===== src/hw/rtl/rtlpm_ram.sv =====
// Generic simple dual-port RAM: one write port, one read port, registered read data.
// No dependencies.
module rtlpm_ram #(
  parameter int WIDTH = 8,
  parameter int DEPTH = 64
) (
  input  logic                     clk,
  input  logic                     we,
  input  logic [$clog2(DEPTH)-1:0] waddr,
  input  logic [WIDTH-1:0]         wdata,
  input  logic [$clog2(DEPTH)-1:0] raddr,
  output logic [WIDTH-1:0]         rdata
);

  logic [WIDTH-1:0] mem [DEPTH];

  // Write and read, with the read data registered
  always_ff @(posedge clk) begin
    if (we) begin
      mem[waddr] <= wdata;
    end
    rdata <= mem[raddr];
  end

endmodule


===== config.mk =====
export PLATFORM = sky130hd
export DESIGN_NAME = rtlpm_ram
export DESIGN_NICKNAME = d
export VERILOG_FILES = /design/src/hw/rtl/rtlpm_ram.sv
export SDC_FILE = /design/constraint.sdc
export NUM_CORES = 1
export LEC_CHECK = 0
export BUFFER_PORTS_ARGS = -buffer_cell sky130_fd_sc_hd__buf_2
export CAP_MARGIN = 20
export CORE_ASPECT_RATIO = 2
export CORE_MARGIN = 1.5
export CORE_UTILIZATION = 55
export CTS_CLUSTER_DIAMETER = 50
export DETAILED_ROUTE_END_ITERATION = 8
export PLACE_DENSITY = 0.71
export SLEW_MARGIN = 5
export SYNTH_ARGS = -nofsm -noshare
export SYNTH_HDL_FRONTEND = slang
export SYNTH_SLANG_ARGS = --single-unit

===== constraint.sdc =====
create_clock -name clk -period 3.1 [get_ports clk]
set_clock_uncertainty 0.05 [all_clocks]
set_input_delay 0 -clock clk [delete_from_list [all_inputs] [get_ports clk]]
set_output_delay 0 -clock clk [all_outputs]
set_load 0.005 [all_outputs]

Word-level counts from Yosys, hierarchy flattened --
Memories as Yosys holds them, arrays and structs flattened. A register that Yosys moved wholly into a read port is not among the register bits. Index checks and enable logic that the tools add are counted.
Storage, ports and cells: output and inout port bits 8, register bits after elaboration 0, memories kept 1, bits in writable memories 512, word-level logic and storage cells 3, bits of input ports 22
Operators by class: multiplexer cells 2
Memory list:
- mem | depth 64, width 8, rd ports 1, clocked after memory_dff 1, wr ports 1, line 15 | logic [WIDTH-1:0] mem [DEPTH];
Operators by type and width (number):
- 1-bit 2-to-1 mux | 2

Logic depth before layout (Yosys ltp) --
Gate-level depths: netlist of the first run.
word-level depth 2, gate-level depth with buffers 9, mapped depth without buffers 5

Least setup slack after synthesis of the first run --
No wires, ideal clock.
path kind register -> register, start mem mem[29][4], end reg rdata[4], read port of mem, setup slack 1358 ps, cell stages (with the launch flop) 6, period minus slack after synthesis 1742 ps, arrival 1560 ps, path buffers 0, setup time 132 ps, data required time 2918 ps, path through edfxtp_1 > mux4_2 > mux2_2 > o221a_2 > nor3_1 > o32ai_1
RTL lines:
- start: declaration | line 15
- end: declaration | line 12 | output logic [WIDTH-1:0] rdata

==> flow_summary.json, run 1 <==
{
  "antenna_found_initial": 3,
  "h-tree-depth": 2,
  "final_antenna_net_count": 0,
  "synthDistinctLibCells": 40,
  "r2r-end": "rdata[2]",
  "synth_edf_count": 512,
  "cts_setup_buffers": 0,
  "cp-end-kind": "flop",
  "synthTopCellsByArea": "edfxtp_1 76%, mux4_2 14%, nor2_1 1.5%",
  "reg2reg_slack_ps": 1020,
  "run_status": "complete, no violations",
  "fin_crit_ps": 2081,
  "crit_fanout": 1,
  "die_w_um": 138.4,
  "final.fill_count": 2468,
  "cp.arrival_ps": 2470,
  "grt_overflow": 0,
  "setup.worst_path.start": "mem[3][2]",
  "ys_ff_latch": 520,
  "critical_path_required_ps": 3490,
  "min_path_type": "primary input to flop",
  "netlist_instances": 940,
  "rows": 99,
  "ys.flop_type": "edfxtp_1",
  "power_frac_clock": 0.372,
  "fin_util": 0.6150,
  "via_per_inst": 6.409,
  "portBuffers": 29,
  "cts_resized": 0,
  "place_ws_ps": 535.3,
  "highest_layer": "met4",
  "p_per_area_nw_per_um2": 608.4,
  "cts_tree": "done",
  "worst_slack_ps": 1019,
  "yosysSeqAreaShare": 0.7703,
  "endpoint": "rdata[2]",
  "worst_slew_pin_slew_ps": 1003,
  "io_pins": 30,
  "cp.depth": 5,
  "switchingPower_mw": 2.753,
  "peakVddDrop_v": 0.0004021,
  "crit_path_frequent_cell": "mux4_2",
  "r2r-start": "mem[3][2]",
  "worstSetupPathType": "flop to flop",
  "fin_crit_sh": 0.6712,
  "dr_wl_met3_um": 2014,
  "drtIter0Drc": 866,
  "clk_latency_ps": 550,
  "clock_sinks": 520,
  "path_clk_slew_ps": 70,
  "drc": 0,
  "slew_viol_final": 0,
  "synth_largest_area_cell": "edfxtp_1",
  "die_h_um": 273.8,
  "drive_above_1_share": 0.2604,
  "internal_power_mw": 10.83,
  "synth_nets": 962,
  "critical_path.top_delay_family": "multiplexers",
  "die_area_sq_um": 37890,
  "start_util": 0.5557,
  "yosys_warnings": 0,
  "synth_most_common_cell": "edfxtp_1",
  "finalNetCount": 1033,
  "syn2layout_area_growth_pct": 10.67,
  "leakage_nw": 6.976,
  "syn-cell-area_sq_um": 20170,
  "setup_violations": 0,
  "wl_um": 44460,
  "coreArea_sq_um": 36290,
  "fmax_ghz": 0.4806,
  "wirelength_met1_um": 15220,
  "grt_start_max_net_pins": 65,
  "final_hold_viol_count": 0,
  "grt_pass1_wl_um": 65340,
  "worstRegToRegCells": 5,
  "grt.total_usage": 0.2406,
  "grt_setup_unrepaired": "no",
  "first_pass_iters": 5,
  "wire_per_inst_um": 29.78,
  "synth_top_cell_area_share": 0.7624,
  "seqPwrFrac": 0.574,
  "hpwlAfterDp_um": 29160,
  "tns_ps": 0,
  "slowest_stage": "mux4_2",
  "grt_pass1_vias": 9857,
  "vias": 9568,
  "max-clock-path-buffers": 3,
  "slew_headroom": 0.3316,
  "drv_cap": 0,
  "routabilityCongestion": 0.8351,
  "combPwrFrac": 0.054,
  "async_reset_ff_frac": 0,
  "p_sw_frac": 0.2028,
  "synth_common_cells": "512 x edfxtp_1, 126 x mux4_2, 83 x nor2_1",
  "wl_met2_um": 25100,
  "startpoint_type": "flop",
  "avgSynthCellArea_sq_um": 21.45,
  "crit_chain": "mux4_2, mux4_2, nor2_1, nor3_1, o2bb2ai_1",
  "crit_buf_inv": 0,
  "numCtsBuffers": 41,
  "max_stage_delay_ps": 490,
  "root_buffer": "clkbuf_16"
}
worst min path at each step:
stage | depth (start not counted) | from | slack [ps] | endpoint
6_report | 1 | wdata[0] | 30 | mem[20][0]
2_1_floorplan | 0 | wdata[0] | 50 | mem[0][0]
5_1_grt | 1 | wdata[0] | 60 | mem[45][0]
3_3_place_gp | 1 | rdata[0] | 370 | rdata[0]
3_5_place_dp | 1 | rdata[0] | 360 | rdata[0]
4_1_cts | 1 | wdata[0] | 50 | mem[32][0]
cell families (layout without fill, tap and decap cells):
kind of cell / Yosys count / in the layout / synth area share
AOI/OAI and AO/OA: 54 / 54 / 0.02072
buffers and inverters: 51 / 148 / 0.01570
DFF: 520 / 520 / 0.7703
muxes: 162 / 162 / 0.1594
other: 0 / 2 / 0
and+or+nand+nor: 153 / 153 / 0.03387
layout by cell type (no fill, tap or decap), types with 14 or more instances in the layout:
cell and n:
buf_4 39, clkbuf_16 41, mux4_2 126, buf_2 26, nor2_1 83, edfxtp_1 512, nand2_1 19, nor2b_1 14
mux2i_1 23
power groups by stage:
stage	clock network, mW	registers [mW]	logic (mW)
final	5.05	7.80	0.732
after global routing	5.34	7.80	0.778
after CTS	5.10	7.80	0.733
after detailed placement	0	7.95	0.728
after global placement	0	7.95	0.714
after floorplan	0	7.94	0.415
sequential cells by signal (all words and copies together) (netlist names):
signal and flops:
rdata 8, mem 512
final cells by class:
type                    instances  area, sq um  area share
clock buffers                  50         1060     0.04748
diodes                          2        5.005   0.0002242
multi-input cells             369         4315      0.1934
flip-flops and latches        520        15530      0.6960
repair buffers                 79        646.9     0.02898
clock inverters                19        188.9    0.008465
well taps                     454        568.0     0.02545
metal layers:
metal / GRT usage / up-vias
li1: - / 4052
met5: 0 / -
met4: 0.1155 / 0
met1: 0.2750 / 5066
met3: 0.02764 / 111
met2: 0.4483 / 339
repair_timing:
item                                    in CTS  in global routing
endpoints found under the setup margin       0                  0
hold endpoints to repair                    37                 45
hold buffers                                 3                  2
stage by stage:
step                      hold slack [ps]  cells  instance area (sq um)  power (mW)
final                               31.97   1493                  22320       13.58
after global routing                57.05   1493                  22320       13.92
after CTS                           46.29   1487                  22250       13.63
after detailed placement            359.0   1415                  20980       8.680
after global placement              367.3   1415                  20980       8.664
after floorplan                     48.87    940                  20170       8.358
(Power assumes the default switching activity.)
==> run 2: changes to the inputs <==
Settings changed: PLACE_DENSITY 0.71 to 0.74.
Clock period 3.1 ns to 1.8 ns, I/O delays scaled along.
==> flow_summary.json, run 2 (synthesis gave the netlist of run 1 again) <==
{
  "run_status": "finished with violations",
  "violations": "hold timing, setup timing",
  "worst_slack_ps": -111.7,
  "fin_crit_sh": 1.062,
  "critical_path.top_delay_family": "multiplexers",
  "die_w_um": 138.4,
  "startpoint_type": "flop",
  "syn2layout_area_growth_pct": 16.57,
  "rows": 99,
  "grt_setup_unrepaired": "yes",
  "path_clk_slew_ps": 70,
  "max_stage_delay_ps": 500,
  "cp-end-kind": "flop",
  "final_common_cell": "edfxtp_1",
  "die_area_sq_um": 37890,
  "slew_headroom": 0.5185,
  "hold_ws_ps": -32.93,
  "drv_cap": 0,
  "slowest_stage": "mux4_2",
  "io_pins": 30,
  "use_met3": 0.03062,
  "wire_per_inst_um": 29.77,
  "cts_tree": "done",
  "setup_violations": 5,
  "final_antenna_net_count": 0,
  "dp_cells": 1524,
  "grt.total_usage": 0.2571,
  "cp.arrival_ps": 2280,
  "hold_end": "rdata[0]",
  "final_hold_viol_count": 3,
  "p_per_area_nw_per_um2": 1018,
  "reg2reg_slack_ps": -110,
  "largest_register_ffs": 512,
  "min_from": "raddr[5]",
  "worst_slew_pin_slew_ps": 722.2,
  "crit_path_frequent_cell": "mux4_2",
  "grt_pass1_vias": 10710,
  "portBuffers": 29,
  "r2r-start": "mem[3][0]",
  "fin_cells": 1605,
  "use_met1": 0.2869,
  "power_mw": 23.94,
  "layout.cells.most_common_list": "512 x edfxtp_1, 137 x buf_4, 126 x mux4_2",
  "first_pass_iters": 5,
  "top_usage_layer": "met2",
  "drtIter0Drc": 919,
  "use_met2": 0.4644,
  "root_buffer": "clkbuf_16",
  "r2r-end": "rdata[0]",
  "final.fill_count": 2306,
  "clk_latency_ps": 550,
  "start_util": 0.5557,
  "h-tree-depth": 2,
  "min_path_type": "primary input to flop",
  "crit_buf_inv": 0,
  "hpwlAfterDp_um": 31510,
  "grt_start_max_net_pins": 65,
  "antenna_found_initial": 2,
  "drive_above_1_share": 0.3490,
  "top_register": "mem",
  "via_per_inst": 6.356,
  "die_h_um": 273.8,
  "fin_crit_ps": 1912,
  "fmax_ghz": 0.5231,
  "worstRegToRegCells": 5,
  "place_ws_ps": -422.2,
  "crit_chain": "mux4_2, mux4_2, nor2_4, nor3_2, o2bb2ai_1",
  "numCtsBuffers": 40,
  "worstSetupPathType": "flop to flop",
  "max-clock-path-buffers": 3,
  "peakVddDrop_v": 0.0006096,
  "reg_top3": "mem: 512 flops, rdata: 8 flops",
  "holdPathStages": 3,
  "crit_fanout": 1,
  "vias": 10200,
  "clock_sinks": 520,
  "slew_viol_final": 0,
  "coreArea_sq_um": 36290,
  "routabilityCongestion": 0.8693,
  "wl_um": 47790,
  "grt_pass1_wl_um": 69550,
  "leakage_nw": 7.658,
  "drc": 0,
  "grt_overflow": 0,
  "critical_path_required_ps": 2170,
  "fin_util": 0.6477,
  "finalNetCount": 1142
}
-- run 2: cell count changes in the layout (fill, tap and decap cells not counted), moves of 4 or more --
cell,change
buf_12,+8
o21ai_2,+4
clkbuf_1,-5
mux2_2,-5
mux2_4,+5
buf_4,+98
-- run 2: layout make-up --
type                            instances  area [sq um]  area share
Clock buffer                           47          1069     0.04545
Antenna cell                            2         5.005   0.0002129
Clock inverter                         24         252.7     0.01075
Tap cell                              454         568.0     0.02416
Timing Repair Buffer                  189          1584     0.06738
Sequential cell                       520         15530      0.6608
Multi-Input combinational cell        369          4494      0.1912
-- run 2: routing by layer --
layer  part of all wire  vias up
met2               0.55      443
met3              0.053      138
met5                  0        -
met1               0.33     5350
li1                   -     4271
met4              0.070        0
-- run 2: per-stage QoR --
step | setup TNS [ps] | hold slack [ps] | instance area [sq um]
after floorplan | 0 | 48.87 | 20170
after global placement | -2149 | 363.7 | 21920
after detailed placement | -2447 | 372.1 | 21920
after CTS | -430.2 | -121.7 | 23430
after global routing | -611.5 | -56.92 | 23510
final | -412.1 | -32.93 | 23510
-- run 2: repair_timing --
action,CTS,global route
hold buffers,7,1
pin swaps,8,3
buffers inserted,0,0
resized for setup,26,11
endpoints found under the setup margin,8,8
endpoints found under the hold margin,455,7
-- run 2: tightest hold or removal path, delay by kind of cell --
family,cells,cell delay (ps)
compound gates,1,120
buf+inv,1,290
simple gates,1,90
-- run 2: worst max path at each step --
stage	startpoint	end	cells past startpoint
6_report	mem[3][0]	rdata[0]	5
5_1_grt	mem[3][0]	rdata[0]	5
4_1_cts	mem[16][4]	rdata[4]	5
3_5_place_dp	raddr[1]	rdata[5]	7
3_3_place_gp	raddr[1]	rdata[5]	7
2_1_floorplan	mem[29][4]	rdata[4]	5
-- run 2: where the power goes --
group	internal, mW	switching (mW)	total, mW
Clock	4.99	4.03	9.02
Combinational	0.640	0.849	1.49
Sequential	13.4	0.0440	13.4
