==> config.mk <==
export PLATFORM = sky130hd
export DESIGN_NAME = rtlpm_scan
export DESIGN_NICKNAME = d
export VERILOG_FILES = /design/src/hw/rtl/rtlpm_pkg.sv /design/src/hw/rtl/rtlpm_scan.sv
export SDC_FILE = /design/constraint.sdc
export NUM_CORES = 1
export LEC_CHECK = 0
export ABC_AREA = 1
export BUFFER_PORTS_ARGS = -buffer_cell sky130_fd_sc_hd__buf_2
export CORE_MARGIN = 5
export CORE_UTILIZATION = 39
export DETAILED_ROUTE_END_ITERATION = 16
export PLACE_DENSITY = 0.79
export SLEW_MARGIN = 20
export SYNTH_ARGS = -nofsm -noshare
export SYNTH_HDL_FRONTEND = slang
export SYNTH_SLANG_ARGS = --single-unit
==> constraint.sdc <==
create_clock -name clk -period 3.1 [get_ports clk]
set_input_delay 0.155 -clock clk [delete_from_list [all_inputs] [get_ports clk]]
set_output_delay 0.155 -clock clk [all_outputs]
set_load 0.03 [all_outputs]
==> src/hw/rtl/rtlpm_pkg.sv <==
// Shared types, constants and helpers for the route table with longest-prefix match.
// No dependencies; imported by the interfaces, rtlpm_scan and route_table_lpm.
package rtlpm_pkg;

  localparam int IP_W            = 32;
  localparam int LEN_W           = 6;
  localparam int MAX_LEN         = 32;
  localparam int TABLE_DEPTH_DEF = 64;
  localparam int IFACE_BITS_DEF  = 8;

  typedef enum logic [1:0] {
    OP_ADD    = 2'd0,
    OP_DEL    = 2'd1,
    OP_LOOKUP = 2'd2,
    OP_CLEAR  = 2'd3
  } op_t;

  typedef enum logic [1:0] {
    ST_OK        = 2'd0,
    ST_SAME      = 2'd1,
    ST_NOT_FOUND = 2'd2,
    ST_FULL      = 2'd3
  } status_t;

  // Findings of one pass over the table
  typedef struct packed {
    logic exact_found;
    logic exact_same;
    logic free_found;
    logic best_found;
  } scan_flags_t;

  // Network mask for a prefix length; lengths above the maximum give all ones
  function automatic logic [IP_W-1:0] len_mask(input logic [LEN_W-1:0] len);
    return ~({IP_W{1'b1}} >> len);
  endfunction

  // Clamp a prefix length to the address width
  function automatic logic [LEN_W-1:0] sat_len(input logic [LEN_W-1:0] len);
    return (len > LEN_W'(MAX_LEN)) ? LEN_W'(MAX_LEN) : len;
  endfunction

endpackage

==> src/hw/rtl/rtlpm_scan.sv <==
// Per-entry evaluation for one pass over the table: exact match, first free slot and
// longest matching prefix. Depends on rtlpm_pkg.
module rtlpm_scan #(
  parameter int TABLE_DEPTH = rtlpm_pkg::TABLE_DEPTH_DEF,
  parameter int IFACE_BITS  = rtlpm_pkg::IFACE_BITS_DEF
) (
  input  logic                                clk,
  input  logic                                rst,
  input  logic                                start,
  input  logic                                ent_vld,
  input  logic [$clog2(TABLE_DEPTH)-1:0]      ent_idx,
  input  logic                                e_valid,
  input  logic [rtlpm_pkg::IP_W-1:0]          e_prefix,
  input  logic [rtlpm_pkg::LEN_W-1:0]         e_len,
  input  logic [rtlpm_pkg::IP_W-1:0]          e_gw,
  input  logic [IFACE_BITS-1:0]               e_if,
  input  logic                                e_dir,
  input  rtlpm_pkg::op_t                      key_op,
  input  logic [rtlpm_pkg::IP_W-1:0]          key_prefix,
  input  logic [rtlpm_pkg::LEN_W-1:0]         key_len,
  input  logic [rtlpm_pkg::IP_W-1:0]          key_dip,
  input  logic [rtlpm_pkg::IP_W-1:0]          key_gw,
  input  logic [IFACE_BITS-1:0]               key_if,
  input  logic                                key_dir,
  output rtlpm_pkg::scan_flags_t              flags,
  output logic [$clog2(TABLE_DEPTH)-1:0]      exact_slot,
  output logic [$clog2(TABLE_DEPTH)-1:0]      free_slot,
  output logic [rtlpm_pkg::LEN_W-1:0]         best_len,
  output logic [rtlpm_pkg::IP_W-1:0]          best_gw,
  output logic [IFACE_BITS-1:0]               best_if,
  output logic                                best_dir
);
  import rtlpm_pkg::*;

  logic hit_exact;
  logic same_body;
  logic route_match;
  logic better;

  // Compare the returning entry against the key
  assign hit_exact   = e_valid && (e_prefix == key_prefix) && (e_len == key_len);
  assign same_body   = (e_gw == key_gw) && (e_if == key_if) && (e_dir == key_dir);
  assign route_match = e_valid && ((key_dip & len_mask(e_len)) == e_prefix);
  assign better      = !flags.best_found || (e_len > best_len);

  // Record the first exact match, the first free slot and, for a lookup, the longest match
  always_ff @(posedge clk) begin
    if (rst || start) begin
      flags <= '0;
    end else if (ent_vld) begin
      if (hit_exact && !flags.exact_found) begin
        flags.exact_found <= 1'b1;
        flags.exact_same  <= same_body;
        exact_slot        <= ent_idx;
      end
      if (!e_valid && !flags.free_found) begin
        flags.free_found <= 1'b1;
        free_slot        <= ent_idx;
      end
      if (key_op == OP_LOOKUP && route_match && better) begin
        flags.best_found <= 1'b1;
        best_len         <= e_len;
        best_gw          <= e_gw;
        best_if          <= e_if;
        best_dir         <= e_dir;
      end
    end
  end

endmodule

* After elaboration in Yosys (flattened, before gate mapping)
Cells that the tools add are included.
Operators by class: equal/unequal tests 7, reductions and logical operators 21, shifts and indexed selects 1, bitwise logic cells 3, order comparisons 1
Operators by type and width (number):
- $eq 32x32->1 | 3
- $and 32x32->32 | 1
- $not 32->32 | 1
- $shr 32x6->32 const A | 1
- $logic_and 1x1->1 | 9
- $reduce_and 3->1 | 3
- $eq 8x8->1 | 1
- $eq 6x6->1 | 1
- $gt 6x6->1 | 1
- $reduce_and 2->1 | 3
- $logic_not 1->1 | 4
- $eq 2x2->1 const B | 1
- $logic_or 1x1->1 | 2
- $eq 1x1->1 | 1
- $not 1->1 | 1
Storage, ports and cells: word-level logic and storage cells 43, output and inout bits 63, input bits 203, register bits 63

* Depth between registers and ports, before layout
Gate-level depths: netlist (run 1).
depth after elaboration 8, gate-level depth with buffers 14, gate-level depth less buffers 12

* Worst setup path before layout (run 1)
No wires, ideal clock.
kind reg-to-reg, start register best_len[5] (netlist name), end register best_dir, enable pin, required time 2657 ps, stages on the path, launching flop included 9, library setup time 443 ps, period minus slack after synthesis 3647 ps, slack -547 ps, arrival 3203 ps, path buffers 0, cell sequence edfxtp_1 inv_1 ha_1 nand2_1 nor2_1 o21ai_0 o211ai_1 a21boi_0 nor3_2
On the way: longest elaborated chain between the ends 4
Ends and longest elaborated chain:
- start, declared | line rtlpm_scan.sv:28 | output logic [rtlpm_pkg::LEN_W-1:0] best_len,
- start signal, assigned | line rtlpm_scan.sv:62 | best_len <= e_len;
- $gt 6x6->1 | line rtlpm_scan.sv:44 | assign better = !flags.best_found || (e_len > best_len);
- $logic_or 1x1->1 | line rtlpm_scan.sv:44
- $logic_and 1x1->1 | line rtlpm_scan.sv:60 | if (key_op == OP_LOOKUP && route_match && better) begin
- $reduce_and 3->1 (no line)
- end signal, assigned | line rtlpm_scan.sv:65 | best_dir <= e_dir;
- end, declared | line rtlpm_scan.sv:31 | output logic best_dir
Every way passes these cells. A chain may end at the register's enable or synchronous reset.

* Final worst setup path (run 1)
start register best_len[5] (netlist name), end register best_gw[1] (netlist name), enable pin
On the way: longest elaborated chain between the ends 4
Ends and longest elaborated chain:
- $gt 6x6->1 | line rtlpm_scan.sv:44
- $logic_or 1x1->1 | line rtlpm_scan.sv:44
- $logic_and 1x1->1 | line rtlpm_scan.sv:60
- $reduce_and 3->1 (no line)
- end signal, assigned | line rtlpm_scan.sv:63 | best_gw <= e_gw;
- end, declared | line rtlpm_scan.sv:29 | output logic [rtlpm_pkg::IP_W-1:0] best_gw,
Every way passes these cells.

==> impl_results.md, run 1 <==
* Status: finished, final reports clean
* Tcrit/Tclk final at 69.1%
* Clock sinks at 63
* Largest cells by area after synthesis: edfxtp_1 (42%), nand2_1 (14%), xnor2_1 (6.5%), xor2_1 (6.1%), nand3_1 (4.9%)
* Vias/cell at 4.80
* Crit Path Max Fanout at 47
* Root Buffer: clkbuf_8
* Post-synth net total at 722
* Met2 wire length at 7980 µm
* Initial antenna violation count at 1
* Storage cell area at 0.00185 mm²
* Startpoint types: register
* Std cell rows at 37
* Detail Route met3 WL at between 1500 and 2000 µm
* Synth Area in Compound Gates at 4.31%
* Syn Inst Count at 513
* Routed vias at 4,482
* Post-DP HPWL at 13,300 µm
* Fillers at 989
* Synth Area in Simple Gates at between 30% and 40%
* Area of the multi-input gates at 0.00205 mm²
* Post-synthesis mux area share at 0%
* Post-CTS Setup Bufs at 0
* Die width at around 110 µm
* I/O Pins at 266
* Unrepaired setup endpoints after global routing: false
* Reg clk slew, reported paths at ~0.07 ns
* Ys Warns at 0
* Leak Pwr at 2.92 nW
* Vias in the first global route at 4,460
* Synth Register Bits at 63
* Worst path required time at 3.12 ns
* Synth cell types at 33
* Layout Skew at 0.0117 ns
* Non-Filler Instances at roughly 930
* Die height at 114 µm
* Post-synth top area share at 42.4%
* Mapped cell area at 0.00418 mm²
* Setup violators final at 0
* All-Layer GR Usage at around 23%
* Layout Area Growth over Synthesis at 41.5%
* Die area at between 0.01 and 0.015 mm²
* Pin count of the biggest net entering global routing at 48
* Min Tclk post-route at 2.14 ns
* Hold Buf Count CTS at 7
* Htree depth at 3
* CP Class: reg2reg
* Final hold viol count at 0
* DRC Markers at 0
* Post-CTS sizing at 0
* Core area at 0.0104 mm²
* CTS Buf Count at 9
* Clk_lat worst skew at 0.33 ns
* DR iter-0 viols at 294
* Worst-margin pin slew at 0.822 ns
* Slew Limit Fails at 0
* XOR/XNOR Fraction of Synth Area at about an eighth
* Fraction of layout cells with a size suffix above 1 at 37.4%
* Placed Area at 0.00563 mm²
* Total grt overflow at 0
* Routability cong. at between 1 and 1.5
* Syn_area_per_cell at between 8 and 9 µm²
* TNS Setup at 0 ns
* Starting Density at 40.3%
* Layout Nets at 1,000
* Worst slew margin at 44.8%
* Post-route worst setup slack at ~0.96 ns
* Worst hold-check path type: in2reg
* Max-Cap Viols at 0
* Post-route ant nets at 0
* CTS Buffer Depth at 2
* Drt total wl at 15,300 µm
* Yosys top cell by area: edfxtp_1
* Buffers on Ports at 265
* Main combinational cell family by area after synthesis: simple AND/OR/NAND/NOR gates
* First-pass GRT wire length at 22,500 µm
* Final instance area at 0.00592 mm²
* Pwr Density at 351 mW/mm²
* Dpl ws at 0.759 ns
* WP data arrival at 2.16 ns
* Sequential area share after synthesis at 44.3%
* Drt pass-1 iters at 5
* VDD IR-drop max at between 0.2 and 0.3 mV
* Top layer in use: met4
* Placed cell count at roughly 900
* Max Clk Rate at between 0.4 and 0.5 GHz
* Met1 Wirelength at 5450 µm
* WL/cell at 16.4 µm
* Critical path endpoint category: register
* CTS tree: built
* Adder-cell share of the synthesized area at 1.80%
cell families (layout without fill, tap and decap cells):
group	Yosys count	in the layout
xor+xnor	60	60
buf+inv	62	345
simple gates	289	289
flops	63	63
fa+ha+maj	6	6
compound gates	33	33
other cells	0	1
state kept, by name, summed over array words and instances, names as in the netlist:
register and cells:
exact_slot 6, best_len 6, best_gw 32, free_slot 6, best_dir 1, best_if 8, flags 4
final timing paths:
check | from | end | slack, ns | cells after the start
worst min-delay path | ent_idx[2] | exact_slot[2] | 0.02 | 1
worst min register to register | flags[2] | flags[2] | 0.49 | 2
worst max register to register | best_len[5] | best_gw[1] | 0.96 | 9
worst max-delay path | best_len[5] | best_gw[1] | 0.96 | 9
cells in the final DEF, fill, tap and decap left out, types with 2 or more instances in the layout:
| cell type | instances |
|---|---|
| inv_1 | 50 |
| ha_1 | 6 |
| dlygate4sd3_1 | 9 |
| clkbuf_8 | 9 |
| nor3_1 | 10 |
| buf_2 | 265 |
| edfxtp_1 | 59 |
| nand2_2 | 5 |
| o21ai_1 | 3 |
| nand2_1 | 157 |
| o22ai_1 | 6 |
| clkinvlp_4 | 2 |
| xnor2_1 | 31 |
| nand3_1 | 41 |
| dfxtp_1 | 4 |
| nand3b_1 | 6 |
| nand3_2 | 2 |
| xor2_1 | 29 |
| nor2_1 | 51 |
| o21ai_0 | 18 |
| nand4_1 | 10 |
| a21oi_1 | 3 |
| clkinv_2 | 2 |
| inv_2 | 3 |
where the power goes:
group          leakage, nW  switching (mW)  total, mW  internal (mW)
combinational         2.27           0.243      0.450          0.208
sequential           0.563        0.000666      0.931          0.930
clock               0.0956           0.322      0.694          0.372
cell usage after synthesis:
cell type	count
nand2_1	157
edfxtp_1	59
nor2_1	51
inv_1	50
nand3_1	41
xnor2_1	31
xor2_1	29
o21ai_0	18
nand4_1	10
nor3_1	10
ha_1	6
nand3b_1	6
o22ai_1	6
nand2_2	5
buf_6	4
dfxtp_1	4
a21oi_1	3
inv_2	3
o21ai_1	3
buf_2	2
buf_4	2
nand3_2	2
a21boi_0	1
and3b_1	1
buf_8	1
nand4_2	1
nor2_2	1
nor2_8	1
nor3_2	1
nor4_1	1
o211ai_1	1
o21a_1	1
or2_2	1
metrics by stage:
step | util, % | total power, mW | hold slack, ns
after floorplan | - | 1.17 | 0.254
after global placement | 54.3 | 1.38 | 0.346
after detailed placement | 54.3 | 1.39 | 0.349
after CTS | 56.8 | 2.09 | 0.0000143
after global routing | 57.0 | 2.18 | 0.00310
final | 57.0 | 2.08 | 0.0189
per-layer routing:
metal	GRT usage [%]	vias to the layer above
met4	6.89	0
li1	-	2240
met1	25.1	1980
met2	42.1	243
met3	5.99	19
met5	0	-
critical path, stage by stage (launching register included):
cell and delay [ns]:
edfxtp_1 0.35, inv_1 0.05, ha_1 0.29, nand2_1 0.07, nor2_1 0.14, o21ai_0 0.11, o211ai_1 0.09, a21boi_0 0.18
nor3_4 0.25, buf_12 0.26
cell type report:
cell class / instances / share of cell area [%]
Clock buffer: 9 / 2.09
Inverter: 53 / 3.36
Tap cell: 136 / 2.88
Clock inverter: 7 / 1.23
Multi-Input combinational cell: 388 / 34.7
Timing Repair Buffer: 276 / 24.4
Antenna cell: 1 / 0.0423
Sequential cell: 63 / 31.3
Note: power is estimated with default switching activity, not from simulation.
==> run 2, diff against run 1 <==
--- a/config.mk
+++ b/config.mk
@@ -5,12 +5,12 @@
 export SDC_FILE = /design/constraint.sdc
 export NUM_CORES = 1
 export LEC_CHECK = 0
-export ABC_AREA = 1
+export ABC_AREA = 0
 export BUFFER_PORTS_ARGS = -buffer_cell sky130_fd_sc_hd__buf_2
 export CORE_MARGIN = 5
-export CORE_UTILIZATION = 39
+export CORE_UTILIZATION = 43
 export DETAILED_ROUTE_END_ITERATION = 16
-export PLACE_DENSITY = 0.79
+export PLACE_DENSITY = 0.84
 export SLEW_MARGIN = 20
 export SYNTH_ARGS = -nofsm -noshare
 export SYNTH_HDL_FRONTEND = slang
==> constraint.sdc (replaced) <==
create_clock -name clk -period 2.2 [get_ports clk]
set_input_delay 0.11 -clock clk [delete_from_list [all_inputs] [get_ports clk]]
set_output_delay 0.11 -clock clk [all_outputs]
set_load 0.03 [all_outputs]
==> impl_results.md, run 2 <==
* Status: finished with violations
* Failing checks: negative setup slack
* Synth Register Bits at 63
* Largest cells by area after synthesis: edfxtp_1 (45%), xor2_1 (19%), nor4_1 (3.2%), xnor2_1 (3.1%), dfxtp_1 (2.0%)
* TNS Setup at -4.37 ns
* WP data arrival at roughly 2.4 ns
* Top FF cell, synth: edfxtp_1
* CTS Buffer Depth at 2
* Routed vias at 4,551
* Clock sinks at 63
* Slew Limit Fails at 0
* Non-Filler Instances at 858
* EDFF count, synth at 59
* Pwr Density at 447 mW/mm²
* Buffers on Ports at 265
* Initial antenna violation count at 1
* Most common library cells after synthesis: xor2_1 (84), edfxtp_1 (59), nor4_1 (20)
* Routability cong. at 0.879
* Post-route worst setup slack at -0.146 ns
* Max Clk Rate at 0.426 GHz
* Worst hold-check path type: in2reg
* Largest register FFs at 32
* Layout Nets at 949
* Tcrit/Tclk final at 107%
* VDD IR-drop max at 0.306 mV
* Layout Skew at approximately 0.018 ns
* Syn Inst Count at 357
* Drt pass-1 iters at 4
* Std cell rows at 35
* Pin count of the biggest net entering global routing at 26
* Final hold viol count at 0
* Async SR Flop Fraction at 0%
* Ys Warns at 0
* Vias/cell at 5.30
* Die height at 106 µm
* Total grt overflow at 0
* Critical path endpoint category: register
* Post-route ant nets at 0
* CP Class: reg2reg
* WL/cell at 20.7 µm
* Fillers at 623
* Fraction of layout cells with a size suffix above 1 at between 50% and 60%
* DRC Markers at 0
* Final instance area at around 0.0069 mm²
* Leak Pwr at about 3.1 nW
* First-pass GRT wire length at 24,600 µm
* CTS Buf Count at 9
* Total power at around 3.1 mW
* Worst-margin pin slew at 0.535 ns
* Mapped cell area at 0.00395 mm²
* Max-Cap Viols at 0
* Startpoint types: register
* Drt total wl at 17,800 µm
* Reg clk slew, reported paths at 0.07 ns
* Synth cell types at 51
* Placed Area at about 0.006 mm²
* Starting Density at 43.4%
* Unrepaired setup endpoints after global routing: true
* Post-DP HPWL at between 10,000 and 15,000 µm
* Worst slew margin at a little under two thirds
* Worst path required time at 2.30 ns
* Sequential area share after synthesis at 46.8%
* Vias in the first global route at 4,741
* Post-synth top area share at between 40% and 50%
* Placed cell count at 779
* Post-synth net total at 566
* Root Buffer: clkbuf_8
* Largest regs: best_gw x32, best_if x8
* Commonest non-fill, non-tap cell in the layout: buf_2
* Worst hold slack at between 0.05 and 0.06 ns
* Htree depth at 3
* DR iter-0 viols at 232
* Min Tclk post-route at 2.35 ns
* Largest Register: best_gw
* Yosys top cell by area: edfxtp_1
* CTS tree: built
* Leading cell types in the layout, fill and taps excluded: buf_2 (258), xor2_1 (84), buf_4 (64)
* Layout Area Growth over Synthesis at 74.1%
* Die area at 0.0112 mm²
* Die width at roughly 110 µm
* Clk_lat worst skew at between 0.3 and 0.4 ns
* Syn_area_per_cell at between 10 and 15 µm²
* Top-count cell post-synth: xor2_1
* Core area at a little over 0.009 mm²
* I/O Pins at 266
* Crit Path Max Fanout at 6
* All-Layer GR Usage at 28.4%
* Setup violators final at 34
-- run 2: changes by cell type after synthesis, moves of 19 or more --
cell,previous run,this run
nand2_1,157,15
xor2_1,29,84
nor2_1,51,5
inv_1,50,12
nand3_1,41,7
nor4_1,1,20
-- run 2: layout make-up --
cell class	instances	area [µm²]	area share [%]
antenna	2	5.00	0.0727
sequential	63	1850	26.9
clock buffer	9	124	1.80
timing repair buffer	386	2530	36.8
clock inverter	7	63.8	0.927
tap	111	139	2.02
multi-input combinational	268	2130	30.9
inverter	12	45.0	0.654
-- run 2: cell families (layout without fill, tap and decap cells) --
logic type	Yosys count	in the layout	share of synthesized area, %
flops	63	63	46.8
compound gates	60	60	10.9
fa+ha+maj	6	6	1.90
mux	3	3	0.760
simple gates	101	101	14.7
buf+inv	26	414	3.16
xor+xnor	98	98	21.7
other cells	0	2	0
-- run 2: timing repair --
item                                    CTS  global route
setup buffers                             0             9
hold buffers                             46             1
pin swaps                                 2             4
endpoints found under the setup margin   47            47
resized for setup                         3            42
cloned                                    0             5
hold endpoints to repair                 52             1
-- run 2: path summary, 6_finish.rpt --
kind	start	to	slack, ns	cells past startpoint
max	best_len[1]	best_gw[22]	-0.15	11
min	rst	flags[1]	0.06	3
max reg2reg	best_len[1]	best_gw[22]	-0.15	11
min reg2reg	flags[0]	flags[0]	0.50	2
-- run 2: critical path: stages (launching register included) --
cell and delay [ns]:
edfxtp_1 0.41, inv_2 0.09, ha_4 0.19, nor2b_1 0.12, o21a_1 0.16, o21a_1 0.18, o21a_1 0.18, o21a_1 0.18
o22ai_2 0.18, a21oi_4 0.11, buf_12 0.15, clkbuf_16 0.15
-- run 2: metrics by stage --
stage          utilization (%)  setup WS, ns
6_report                  75.6        -0.146
5_1_grt                   75.6        -0.209
4_1_cts                   71.8      -0.00693
3_5_place_dp              64.5        -0.393
3_3_place_gp              64.5        -0.370
2_1_floorplan                -        -0.509
-- run 2: report_power, final --
group	internal, mW	switching [mW]	total [mW]
Clock	0.513	0.453	0.966
Sequential	1.31	0.000977	1.31
Combinational	0.424	0.376	0.800
Total	2.25	0.830	3.08
-- run 2: per-layer routing --
| layer | track usage [%] | routed length, µm | vias up |
|---|---|---|---|
| li1 | - | - | 2098 |
| met4 | 11.2 | 694 | 0 |
| met5 | 0 | 0 | - |
| met1 | 30.1 | 6020 | 2119 |
| met3 | 5.77 | 1610 | 45 |
| met2 | 54.6 | 9480 | 289 |
